==> config.mk <==
export PLATFORM = sky130hd
export DESIGN_NAME = percent_decode_stream
export DESIGN_NICKNAME = d
export VERILOG_FILES = /design/src/rtl/pds_pkg.sv /design/src/rtl/pds_front.sv /design/src/rtl/pds_queue.sv /design/src/rtl/pds_back.sv /design/src/rtl/percent_decode_stream.sv
export SDC_FILE = /design/constraint.sdc
export NUM_CORES = 1
export LEC_CHECK = 0
export BUFFER_PORTS_ARGS = -buffer_cell sky130_fd_sc_hd__clkbuf_2
export CORE_MARGIN = 2
export CORE_UTILIZATION = 65
export DETAILED_ROUTE_END_ITERATION = 7
export PLACE_DENSITY = 0.84
export SKIP_CTS_REPAIR_TIMING = 1
export SYNTH_ARGS = -nofsm -noshare
export SYNTH_HDL_FRONTEND = slang
export SYNTH_SLANG_ARGS = --single-unit
==> constraint.sdc <==
create_clock -name clk -period 13.81 [get_ports clk]
set_input_delay 2.0715 -clock clk [delete_from_list [all_inputs] [get_ports clk]]
set_output_delay 2.0715 -clock clk [all_outputs]
set_load 0.05 [all_outputs]
==> src/rtl/pds_pkg.sv <==
`timescale 1ns / 1ps
// ----------------------------------------------------------------------------
// pds_pkg
// Shared types and constants for the percent-decode stream block.
// ----------------------------------------------------------------------------
package pds_pkg;

    // Most output bytes that one input byte can cause.
    localparam int RUN_MAX = 3;

    // Default depth of the queue between the front and the back.
    localparam int QUEUE_DEPTH = 2;

    // One run of output bytes, as the front hands it to the back.
    typedef struct packed {
        logic [RUN_MAX-1:0][7:0] data;
        logic [1:0]              count;
        logic                    str_end;
    } pds_run_t;

endpackage

==> src/rtl/pds_front.sv <==
`timescale 1ns / 1ps
// ----------------------------------------------------------------------------
// pds_front
// Accepts input bytes, tracks the escape phase and builds output runs.
// ----------------------------------------------------------------------------
module pds_front (
    input  logic              clk,
    input  logic              rst_n,
    input  logic              in_valid,
    output logic              in_ready,
    input  logic [7:0]        in_byte,
    input  logic              in_end,
    input  logic              q_ready,
    output logic              q_push,
    output pds_pkg::pds_run_t q_run
);
    import pds_pkg::*;

    typedef enum logic [1:0] {
        PH_IDLE = 2'd0,
        PH_PCT  = 2'd1,
        PH_DIG  = 2'd2
    } phase_t;

    localparam logic [7:0] CH_PCT   = 8'h25;
    localparam logic [7:0] CH_PLUS  = 8'h2b;
    localparam logic [7:0] CH_SPACE = 8'h20;

    function automatic logic is_hex(input logic [7:0] c);
        return (c >= 8'd48 && c <= 8'd57) || (c >= 8'd97 && c <= 8'd102) ||
               (c >= 8'd65 && c <= 8'd70);
    endfunction

    function automatic logic [3:0] hex_val(input logic [7:0] c);
        logic [7:0] t;
        t = 8'd0;
        if (c >= 8'd48 && c <= 8'd57)
            t = c - 8'd48;
        else if (c >= 8'd97 && c <= 8'd102)
            t = c - 8'd87;
        else if (c >= 8'd65 && c <= 8'd70)
            t = c - 8'd55;
        return t[3:0];
    endfunction

    // Alphanumerics plus the URL-safe and reserved symbols
    function automatic logic is_safe(input logic [7:0] v);
        return (v >= 8'd48 && v <= 8'd57) || (v >= 8'd97 && v <= 8'd122) ||
               (v >= 8'd65 && v <= 8'd90) || v == 8'h21 || v == 8'h24 ||
               (v >= 8'h26 && v <= 8'h2f) || v == 8'h3a || v == 8'h3b ||
               v == 8'h3d || v == 8'h3f || v == 8'h40 || v == 8'h5f;
    endfunction

    phase_t     phase_reg, phase_next;
    logic [7:0] held_reg, held_next;
    pds_run_t   run;
    logic [1:0] n;
    logic [7:0] dec;
    logic       fresh;
    logic       accept;

    assign accept   = in_valid && q_ready;
    assign in_ready = q_ready;
    assign dec      = {hex_val(held_reg), hex_val(in_byte)};

    always_comb
    begin
        run        = '0;
        n          = 2'd0;
        phase_next = phase_reg;
        held_next  = held_reg;
        fresh      = 1'b0;

        unique case (phase_reg)
            PH_PCT:
            begin
                if (is_hex(in_byte))
                begin
                    held_next  = in_byte;
                    phase_next = PH_DIG;
                end
                else
                begin
                    run.data[n] = CH_PCT;
                    n           = n + 2'd1;
                    phase_next  = PH_IDLE;
                    fresh       = 1'b1;
                end
            end
            PH_DIG:
            begin
                phase_next = PH_IDLE;
                if (is_hex(in_byte))
                begin
                    if (!is_safe(dec))
                    begin
                        run.data[n] = dec;
                        n           = n + 2'd1;
                    end
                    else
                    begin
                        // safe byte: keep the escape as written
                        run.data[0] = CH_PCT;
                        run.data[1] = held_reg;
                        run.data[2] = in_byte;
                        n           = 2'd3;
                    end
                end
                else
                begin
                    run.data[0] = CH_PCT;
                    run.data[1] = held_reg;
                    n           = 2'd2;
                    fresh       = 1'b1;
                end
            end
            default:
            begin
                phase_next = PH_IDLE;
                fresh      = 1'b1;
            end
        endcase

        if (fresh)
        begin
            if (in_byte == CH_PLUS)
            begin
                run.data[n] = CH_SPACE;
                n           = n + 2'd1;
            end
            else if (in_byte == CH_PCT)
                phase_next = PH_PCT;
            else
            begin
                run.data[n] = in_byte;
                n           = n + 2'd1;
            end
        end

        // flush a pending escape at end of string
        if (in_end)
        begin
            if (phase_next == PH_PCT)
            begin
                run.data[n] = CH_PCT;
                n           = n + 2'd1;
            end
            else if (phase_next == PH_DIG)
            begin
                run.data[n]        = CH_PCT;
                run.data[n + 2'd1] = held_next;
                n                  = n + 2'd2;
            end
            phase_next = PH_IDLE;
            held_next  = 8'd0;
        end

        run.count   = n;
        run.str_end = in_end;
    end

    assign q_push = accept && (n != 2'd0);
    assign q_run  = run;

    always_ff @(posedge clk or negedge rst_n)
    begin
        if (!rst_n)
        begin
            phase_reg <= PH_IDLE;
            held_reg  <= 8'd0;
        end
        else if (accept)
        begin
            phase_reg <= phase_next;
            held_reg  <= held_next;
        end
    end

endmodule

==> src/rtl/pds_queue.sv <==
`timescale 1ns / 1ps
// ----------------------------------------------------------------------------
// pds_queue
// Small FIFO of output runs between the front and the back.
// ----------------------------------------------------------------------------
module pds_queue #(
    parameter int DEPTH = pds_pkg::QUEUE_DEPTH
) (
    input  logic              clk,
    input  logic              rst_n,
    input  logic              push,
    input  pds_pkg::pds_run_t push_run,
    output logic              push_ready,
    input  logic              pop,
    output logic              head_valid,
    output pds_pkg::pds_run_t head_run
);
    import pds_pkg::*;

    localparam int PW = $clog2(DEPTH);
    localparam int CW = $clog2(DEPTH + 1);
    localparam logic [PW-1:0] PTR_LAST = PW'(DEPTH - 1);
    localparam logic [CW-1:0] CNT_FULL = CW'(DEPTH);

    pds_run_t      mem [DEPTH];
    logic [PW-1:0] wr_ptr_reg, rd_ptr_reg;
    logic [CW-1:0] cnt_reg;
    logic          do_push, do_pop;

    assign push_ready = (cnt_reg != CNT_FULL);
    assign head_valid = (cnt_reg != '0);
    assign head_run   = mem[rd_ptr_reg];
    assign do_push    = push && push_ready;
    assign do_pop     = pop && head_valid;

    always_ff @(posedge clk)
    begin
        if (do_push)
            mem[wr_ptr_reg] <= push_run;
    end

    always_ff @(posedge clk or negedge rst_n)
    begin
        if (!rst_n)
        begin
            wr_ptr_reg <= '0;
            rd_ptr_reg <= '0;
            cnt_reg    <= '0;
        end
        else
        begin
            if (do_push)
                wr_ptr_reg <= (wr_ptr_reg == PTR_LAST) ? '0 : wr_ptr_reg + 1'b1;
            if (do_pop)
                rd_ptr_reg <= (rd_ptr_reg == PTR_LAST) ? '0 : rd_ptr_reg + 1'b1;
            if (do_push && !do_pop)
                cnt_reg <= cnt_reg + 1'b1;
            else if (do_pop && !do_push)
                cnt_reg <= cnt_reg - 1'b1;
        end
    end

endmodule

==> src/rtl/pds_back.sv <==
`timescale 1ns / 1ps
// ----------------------------------------------------------------------------
// pds_back
// Serializes queued runs into single output bytes through an output register.
// ----------------------------------------------------------------------------
module pds_back (
    input  logic              clk,
    input  logic              rst_n,
    input  logic              head_valid,
    input  pds_pkg::pds_run_t head_run,
    output logic              pop,
    output logic              out_valid,
    input  logic              out_ready,
    output logic [7:0]        out_byte,
    output logic              run_last,
    output logic              string_done
);
    import pds_pkg::*;

    logic [1:0] pos_reg;
    logic       out_valid_reg;
    logic [7:0] out_byte_reg;
    logic       run_last_reg, string_done_reg;
    logic       load, last;

    assign load = head_valid && (!out_valid_reg || out_ready);
    assign last = (pos_reg == head_run.count - 2'd1);
    assign pop  = load && last;

    always_ff @(posedge clk or negedge rst_n)
    begin
        if (!rst_n)
        begin
            pos_reg       <= 2'd0;
            out_valid_reg <= 1'b0;
        end
        else
        begin
            if (load)
            begin
                out_valid_reg <= 1'b1;
                pos_reg       <= last ? 2'd0 : pos_reg + 2'd1;
            end
            else if (out_ready)
                out_valid_reg <= 1'b0;
        end
    end

    always_ff @(posedge clk)
    begin
        if (load)
        begin
            out_byte_reg    <= head_run.data[pos_reg];
            run_last_reg    <= last;
            string_done_reg <= last && head_run.str_end;
        end
    end

    assign out_valid   = out_valid_reg;
    assign out_byte    = out_byte_reg;
    assign run_last    = run_last_reg;
    assign string_done = string_done_reg;

endmodule

==> src/rtl/percent_decode_stream.sv <==
`timescale 1ns / 1ps
// ----------------------------------------------------------------------------
// percent_decode_stream
// Streaming URL percent decoder, one encoded byte per request.
// ----------------------------------------------------------------------------
// Input channel (in_valid/in_ready) carries one encoded byte and an end of
// string flag. Output channel (out_valid/out_ready) carries decoded bytes;
// run_last marks the final byte caused by one input byte and string_done the
// final byte of a string. An input byte may cause zero to three outputs.
// A result byte passes through the run queue and then the output register.
// Throughput: one input byte per cycle while each causes at most one output
// and the receiver keeps up; the serializer in the back sends one byte per
// cycle, so a byte with more outputs holds the output side longer. The run
// queue between front and back absorbs that; in_ready drops only when full.
// Reset clears the escape phase, the held digit and the queue; no output is
// pending afterwards. When the receiver stalls, the output register holds its
// byte, the queue fills and then in_ready goes low until space frees.
// ----------------------------------------------------------------------------
module percent_decode_stream #(
    parameter int QDEPTH = pds_pkg::QUEUE_DEPTH
) (
    input  logic       clk,
    input  logic       rst_n,
    input  logic       in_valid,
    output logic       in_ready,
    input  logic [7:0] in_byte,
    input  logic       in_end,
    output logic       out_valid,
    input  logic       out_ready,
    output logic [7:0] out_byte,
    output logic       run_last,
    output logic       string_done
);
    import pds_pkg::*;

    pds_run_t q_in_run, q_head_run;
    logic     q_push, q_ready, q_pop, q_head_valid;

    pds_front u_front (
        .clk      (clk),
        .rst_n    (rst_n),
        .in_valid (in_valid),
        .in_ready (in_ready),
        .in_byte  (in_byte),
        .in_end   (in_end),
        .q_ready  (q_ready),
        .q_push   (q_push),
        .q_run    (q_in_run)
    );

    pds_queue #(
        .DEPTH (QDEPTH)
    ) u_queue (
        .clk        (clk),
        .rst_n      (rst_n),
        .push       (q_push),
        .push_run   (q_in_run),
        .push_ready (q_ready),
        .pop        (q_pop),
        .head_valid (q_head_valid),
        .head_run   (q_head_run)
    );

    pds_back u_back (
        .clk         (clk),
        .rst_n       (rst_n),
        .head_valid  (q_head_valid),
        .head_run    (q_head_run),
        .pop         (q_pop),
        .out_valid   (out_valid),
        .out_ready   (out_ready),
        .out_byte    (out_byte),
        .run_last    (run_last),
        .string_done (string_done)
    );

endmodule

==> impl_metrics.csv, run 1 <==
group,metric,value,unit
synthesis,synth_area,5166,um2
timing,skew,0.01406,ns
critical_path,r2r_slack,8.09,ns
critical_path,cp_max_fo,14,
timing,finalMaxSlewViolations,0,
detailed_routing,wirelength,14470,um
cts,root_buffer,"clkbuf_8",
timing,setup_viol,0,
critical_path,path_class,"input port to flip-flop",
critical_path,end_kind,"flip-flop",
critical_path,worstPathBufferInverterCount,3,
synthesis,async_flop_share,20.99,%
final_layout,fillers,556,
global_route,grt_pass1_vias,4112,
synthesis,synthDominantCellAreaShare,37.20,%
timing,post-route-min-period,7.198,ns
timing,slew-limit-headroom,21.72,%
power_and_ir_drop,power_density,170.6,nW/um2
cts,cts_tree,"built",
detailed_routing,vias_per_cell,7.019,
timing,worst_pin_slew,1.174,ns
final_layout,nets,541,
cts,clockBufferDepth,2,
detailed_routing,postRouteAntennaNets,0,
cts,clock_latency,0.35,ns
synthesis,synth_common_cells,"64 x edfxtp_1, 46 x nand2_1, 33 x o21ai_0",
floorplan,fp.dieW,93.15,um
worst_hold_path,hold_class,"flip-flop to flip-flop",
synthesis,synth_top_flop_cell,"edfxtp_1",
detailed_routing,drtIter0Drc,525,
synthesis,postSynthAreaPerCell,10.21,um2
power_and_ir_drop,peakVddDrop,100.9,uV
synthesis,yosys-top-cells-area,"edfxtp_1 37%, dfrtp_1 8.2%, ha_1 4.4%",
global_route,gr-total-overflow,0,
status,status,"finished, final reports clean",
worst_hold_path,worstHoldStart,"u_front.phase_reg[0]",
run,maxCapViolCount,0,
timing,hold_violations,0,
final_layout,diodes,0,
critical_path,cp_slowest_cell,"a211oi_1",
synthesis,synth_edf_count,64,
global_route,grt_pass1_wl,22950,um
final_layout,drive_gt1_share,13.98,%
global_route,antenna_found_initial,0,
critical_path,worstRegToRegCells,18,
critical_path,crit_required,13.90,ns
final_layout,largest_register_ffs,54,
timing,fin_crit_sh,52.12,%
detailed_routing,drc_errors,0,
power_and_ir_drop,p_leak,2.050,nW
critical_path,worstReg2RegEnd,"u_queue.mem[1][12]",
final_layout,multi_input_area,2582,um2
floorplan,core.rowCount,32,
cts,numCtsBuffers,9,
floorplan,io_pins,25,
critical_path,r2r-start,"u_front.held_reg[0]",
floorplan,die-area,8677,um2
synthesis,synth_area_leader_cell,"edfxtp_1",
floorplan,start_util,66.86,%
worst_hold_path,worstHoldPathCells,2,
critical_path,crit_family,"compound AO/OA/AOI/OAI gates",
place,place_area,5313,um2
place,io_buffers,24,
critical_path,crit_start,"in_byte[0]",
timing,setup_tns,0,ns
synthesis,yosys_warnings,0,
synthesis,ys_ff_latch,81,
global_route,grt_max_degree,28,
detailed_routing,drt_first_pass_iters,6,
critical_path,cp-start-kind,"input port",
cts,clk_pin_slew,0.09,ns
detailed_routing,vias,4331,
synthesis,ys_seq_area_share,45.43,%
detailed_routing,wire_per_inst,23.45,um
final_layout,seqCellArea,2347,um2
critical_path,worstPathCellList,"clkbuf_2 -> inv_1 -> ha_1 -> o21bai_2 -> a21oi_4 -> xnor2_1 -> xnor2_1 -> o41ai_1 -> a32o_2 -> a21boi_4 -> nor2_1 -> inv_1 -> ha_1 -> a21oi_1 -> ha_1 -> a21oi_1 -> a211oi_1 -> nor2_1 -> a41oi_1 -> a21oi_1",
critical_path,path_depth,20,
timing,rsz0062_at_grt,"false",
cts,cts.sinks,81,
critical_path,cpPeakStageDelay,0.88,ns
final_layout,syn_to_final_growth,7.363,%
global_route,grt_util_all_layers,35.19,%
timing,fmax,138.9,MHz
synthesis,syn_nets,537,
worst_hold_path,whs_endpoint,"u_front.phase_reg[0]",
place,gp_congestion,0.9582,
critical_path,cp.arrival,7.29,ns
synthesis,synthCells,506,
synthesis,post_synth_num_cell_types,77,
place,hpwl,9926,um
synthesis,synth_most_common_cell,"edfxtp_1",
floorplan,die_y,93.15,um
floorplan,coreArea,7727,um2
cts,htreeDepth,3,
final_layout,fin_area,5547,um2
==> metrics by stage <==
step	hold WS (ns)	setup slack, ns	util (%)	cells	power (mW)
floorplan	0.4747	5.753	-	506	0.6580
global placement	0.4721	6.713	68.75	601	0.7274
detailed placement	0.4890	6.464	68.75	601	0.7447
CTS	0.5288	6.808	71.78	617	0.9464
global route	0.5665	6.250	71.78	617	0.9883
finish	0.5275	6.612	71.78	617	0.9462
==> layer usage <==
layer | vias up | GRT usage [%] | wire length (um)
met2 | 272 | 58.82 | 7190
met3 | 45 | 5.641 | 1232
met5 | - | 0 | 0
met1 | 2075 | 47.55 | 5646
met4 | 0 | 11.03 | 401
li1 | 1939 | - | -
==> worst max path at each step <==
stage | slack, ns | end
2_1_floorplan | 5.75 | u_queue.mem[0][0]
4_1_cts | 6.81 | u_queue.mem[1][12]
3_3_place_gp | 6.71 | u_queue.mem[0][12]
5_1_grt | 6.25 | u_queue.mem[0][11]
3_5_place_dp | 6.46 | u_queue.mem[1][12]
6_report | 6.61 | u_queue.mem[1][12]
==> cells in the final DEF, fill, tap and decap left out, types with 10 or more instances in the layout <==
cell type	netlist	routed
a21oi_1	32	32
a22oi_1	12	12
and2_1	16	16
clkbuf_2	0	24
dfrtp_1	17	17
edfxtp_1	64	64
ha_1	18	18
inv_1	30	30
mux2i_1	13	13
nand2_1	46	46
nand3_1	10	10
nor2_1	26	26
o21ai_0	33	33
o22ai_1	11	11
==> worst min-delay path: cells and delay by family (launching register included) <==
family | cells | cell delay, ns
simple gates | 1 | 0.06
compound gates | 1 | 0.05
flops | 1 | 0.38
==> kinds of logic (layout without fill, tap and decap cells) <==
group | count (synthesis) | in the layout | share of synthesized area, %
compound gates | 170 | 170 | 23.28
simple gates | 142 | 142 | 14.12
flops | 81 | 81 | 45.43
buf+inv | 64 | 73 | 5.062
mux | 22 | 22 | 6.224
fa+ha+maj | 18 | 18 | 4.359
xor+xnor | 9 | 9 | 1.526
==> layout make-up <==
type                            instances  share of cell area, %
Clock buffer                           12                  3.203
Inverter                               30                  2.030
Sequential cell                        81                  42.32
Multi-Input combinational cell        361                  46.56
Clock inverter                          4                  1.015
Timing Repair Buffer                   27                  2.572
Tap cell                              102                  2.301
==> report_power, final <==
group          switching, mW  internal (mW)
combinational          0.209          0.118
sequential            0.0755          0.348
clock                 0.0888          0.107
total                  0.373          0.573
(Power assumes the default switching activity.)
==> run 2: changes to the inputs <==
--- a/config.mk
+++ b/config.mk
@@ -7,9 +7,9 @@
 export LEC_CHECK = 0
 export BUFFER_PORTS_ARGS = -buffer_cell sky130_fd_sc_hd__clkbuf_2
 export CORE_MARGIN = 2
-export CORE_UTILIZATION = 65
+export CORE_UTILIZATION = 62
 export DETAILED_ROUTE_END_ITERATION = 7
-export PLACE_DENSITY = 0.84
+export PLACE_DENSITY = 0.8
 export SKIP_CTS_REPAIR_TIMING = 1
 export SYNTH_ARGS = -nofsm -noshare
 export SYNTH_HDL_FRONTEND = slang
==> constraint.sdc (replaced) <==
create_clock -name clk -period 7.4 [get_ports clk]
set_input_delay 1.11 -clock clk [delete_from_list [all_inputs] [get_ports clk]]
set_output_delay 1.11 -clock clk [all_outputs]
set_load 0.05 [all_outputs]
==> run 2 against run 1 <==
  * Design area down 0.41%
  * Register-to-register slack lost 6.4 ns
  * Worst hold slack got worse by 0.0077 ns
  * Flip-flop and latch count did not move
  * Die area up 4.6%
  * Via count fell by 2.7%
  * Largest cell class unchanged
  * Highest routed layer unchanged
==> impl_metrics.csv, run 2 (synthesized netlist as in run 1, its figures left out) <==
group,metric,value,unit
status,status,"finished, final reports clean",
global_route,grt_pass1_vias,3971,
place,hpwl,10420,um
cts,clock_latency,0.35,ns
timing,worst_pin_slew,1.131,ns
run,maxCapViolCount,0,
timing,fmax,161.9,MHz
floorplan,die_y,95.29,um
final_layout,final_cell_mix,"64 x edfxtp_1, 46 x nand2_1, 33 x o21ai_0",
final_layout,final_common_cell,"edfxtp_1",
detailed_routing,drc_errors,0,
final_layout,syn_to_final_growth,6.927,%
detailed_routing,postRouteAntennaNets,0,
floorplan,io_pins,25,
global_route,grt_max_degree,28,
detailed_routing,vias_per_cell,6.773,
final_layout,diodes,0,
timing,setup_tns,0,ns
critical_path,r2r_slack,1.65,ns
global_route,gr-total-overflow,0,
global_route,grt_util_all_layers,32.83,%
cts,htreeDepth,3,
timing,fin_crit_sh,83.46,%
detailed_routing,vias,4213,
detailed_routing,wirelength,14170,um
final_layout,instances_no_fill,622,
timing,slew-limit-headroom,24.17,%
timing,setup_viol,0,
critical_path,cp.arrival,6.34,ns
floorplan,coreArea,8134,um2
timing,skew,0.01515,ns
power_and_ir_drop,clkPwrFrac,18.5,%
timing,finalMaxSlewViolations,0,
critical_path,crit_required,7.56,ns
timing,rsz0062_at_grt,"false",
floorplan,start_util,63.51,%
final_layout,largest_register_ffs,54,
place,io_buffers,24,
floorplan,die-area,9079,um2
power_and_ir_drop,power_density,310.2,nW/um2
floorplan,fp.dieW,95.29,um
power_and_ir_drop,p_int,1.004,mW
place,gp_congestion,0.9868,
final_layout,drive_gt1_share,14.51,%
detailed_routing,drt_first_pass_iters,7,
power_and_ir_drop,p_leak,2.042,nW
timing,hold_violations,0,
place,placed_cells,606,
timing,post-route-min-period,6.176,ns
cts,numCtsBuffers,9,
floorplan,core.rowCount,33,
detailed_routing,drtIter0Drc,433,
critical_path,path_class,"input port to flip-flop",
global_route,antenna_found_initial,0,
worst_hold_path,hold_class,"flip-flop to flip-flop",
power_and_ir_drop,fin_total_pwr,1.714,mW
cts,cts_tree,"built",
global_route,grt_pass1_wl,21990,um
critical_path,cp-start-kind,"input port",
power_and_ir_drop,power_switching_share,41.44,%
final_layout,nets,543,
power_and_ir_drop,netSwitchingPower,710.2,uW
power_and_ir_drop,peakVddDrop,149.4,uV
cts,cts.sinks,81,
cts,clk_pin_slew,0.09,ns
power_and_ir_drop,pwr-share-seq,44.2,%
critical_path,cp_max_fo,14,
detailed_routing,wire_per_inst,22.78,um
power_and_ir_drop,pwr-share-comb,37.4,%
cts,clockBufferDepth,2,
critical_path,end_kind,"flip-flop",
cts,root_buffer,"clkbuf_8",
[run 2: layout make-up]
cell class	count	area, um2
Clock inverter	7	68.82
Multi-Input combinational cell	361	2582
Tap cell	105	131.4
Fill cell	627	2610
Sequential cell	81	2347
Timing Repair Buffer	29	157.7
Clock buffer	9	123.9
Inverter	30	112.6
[run 2: critical path: stages]
cell	delay (ns)
clkbuf_2	0.28
inv_1	0.24
ha_1	0.31
o21bai_2	0.26
a21oi_4	0.12
xnor2_1	0.32
xnor2_1	0.11
o41ai_1	0.41
a32o_2	0.30
a21boi_4	0.11
nor2_1	0.15
inv_1	0.08
ha_1	0.34
a21oi_1	0.21
ha_1	0.36
a21oi_1	0.07
a211oi_1	0.94
nand3_1	0.17
a21oi_1	0.18
a21oi_1	0.06
a21oi_1	0.22
[run 2: path summary, 6_finish.rpt]
kind,startpoint,endpoint,cells past startpoint
worst max-delay path,in_byte[0],u_queue.mem[1][11],21
worst min-delay path,u_queue.cnt_reg[1],u_queue.cnt_reg[1],1
worst max register to register,u_front.held_reg[0],u_queue.mem[1][11],19
worst min register to register,u_queue.cnt_reg[1],u_queue.cnt_reg[1],1
max in group asynchronous,rst_n,u_queue.cnt_reg[0],1
min in group asynchronous,rst_n,u_front.held_reg[1],1
[run 2: power groups by stage]
stage / clock [mW] / sequential [mW] / combinational, mW
finish: 0.317 / 0.757 / 0.640
global route: 0.336 / 0.772 / 0.687
floorplan: 0 / 0.817 / 0.411
detailed placement: 0 / 0.764 / 0.637
global placement: 0 / 0.753 / 0.605
CTS: 0.321 / 0.754 / 0.641
[run 2: metal layers]
metal	vias up	share of wire, %	GRT usage, %
met4	0	5.0	17.51
li1	1939	-	-
met2	202	47	52.11
met1	2024	40	43.33
met3	48	7.1	5.375
met5	-	0	0
[run 2: through the flow]
step | hold WS, ns | util [%] | setup slack (ns) | instance area (um2)
after detailed placement | 0.4998 | 65.54 | 1.027 | 5331
after floorplan | 0.4747 | - | 0.3044 | 5166
after global placement | 0.4729 | 65.54 | 1.273 | 5331
after global routing | 0.5564 | 67.91 | 0.7438 | 5524
final | 0.5198 | 67.91 | 1.224 | 5524
after CTS | 0.5220 | 67.91 | 1.400 | 5524
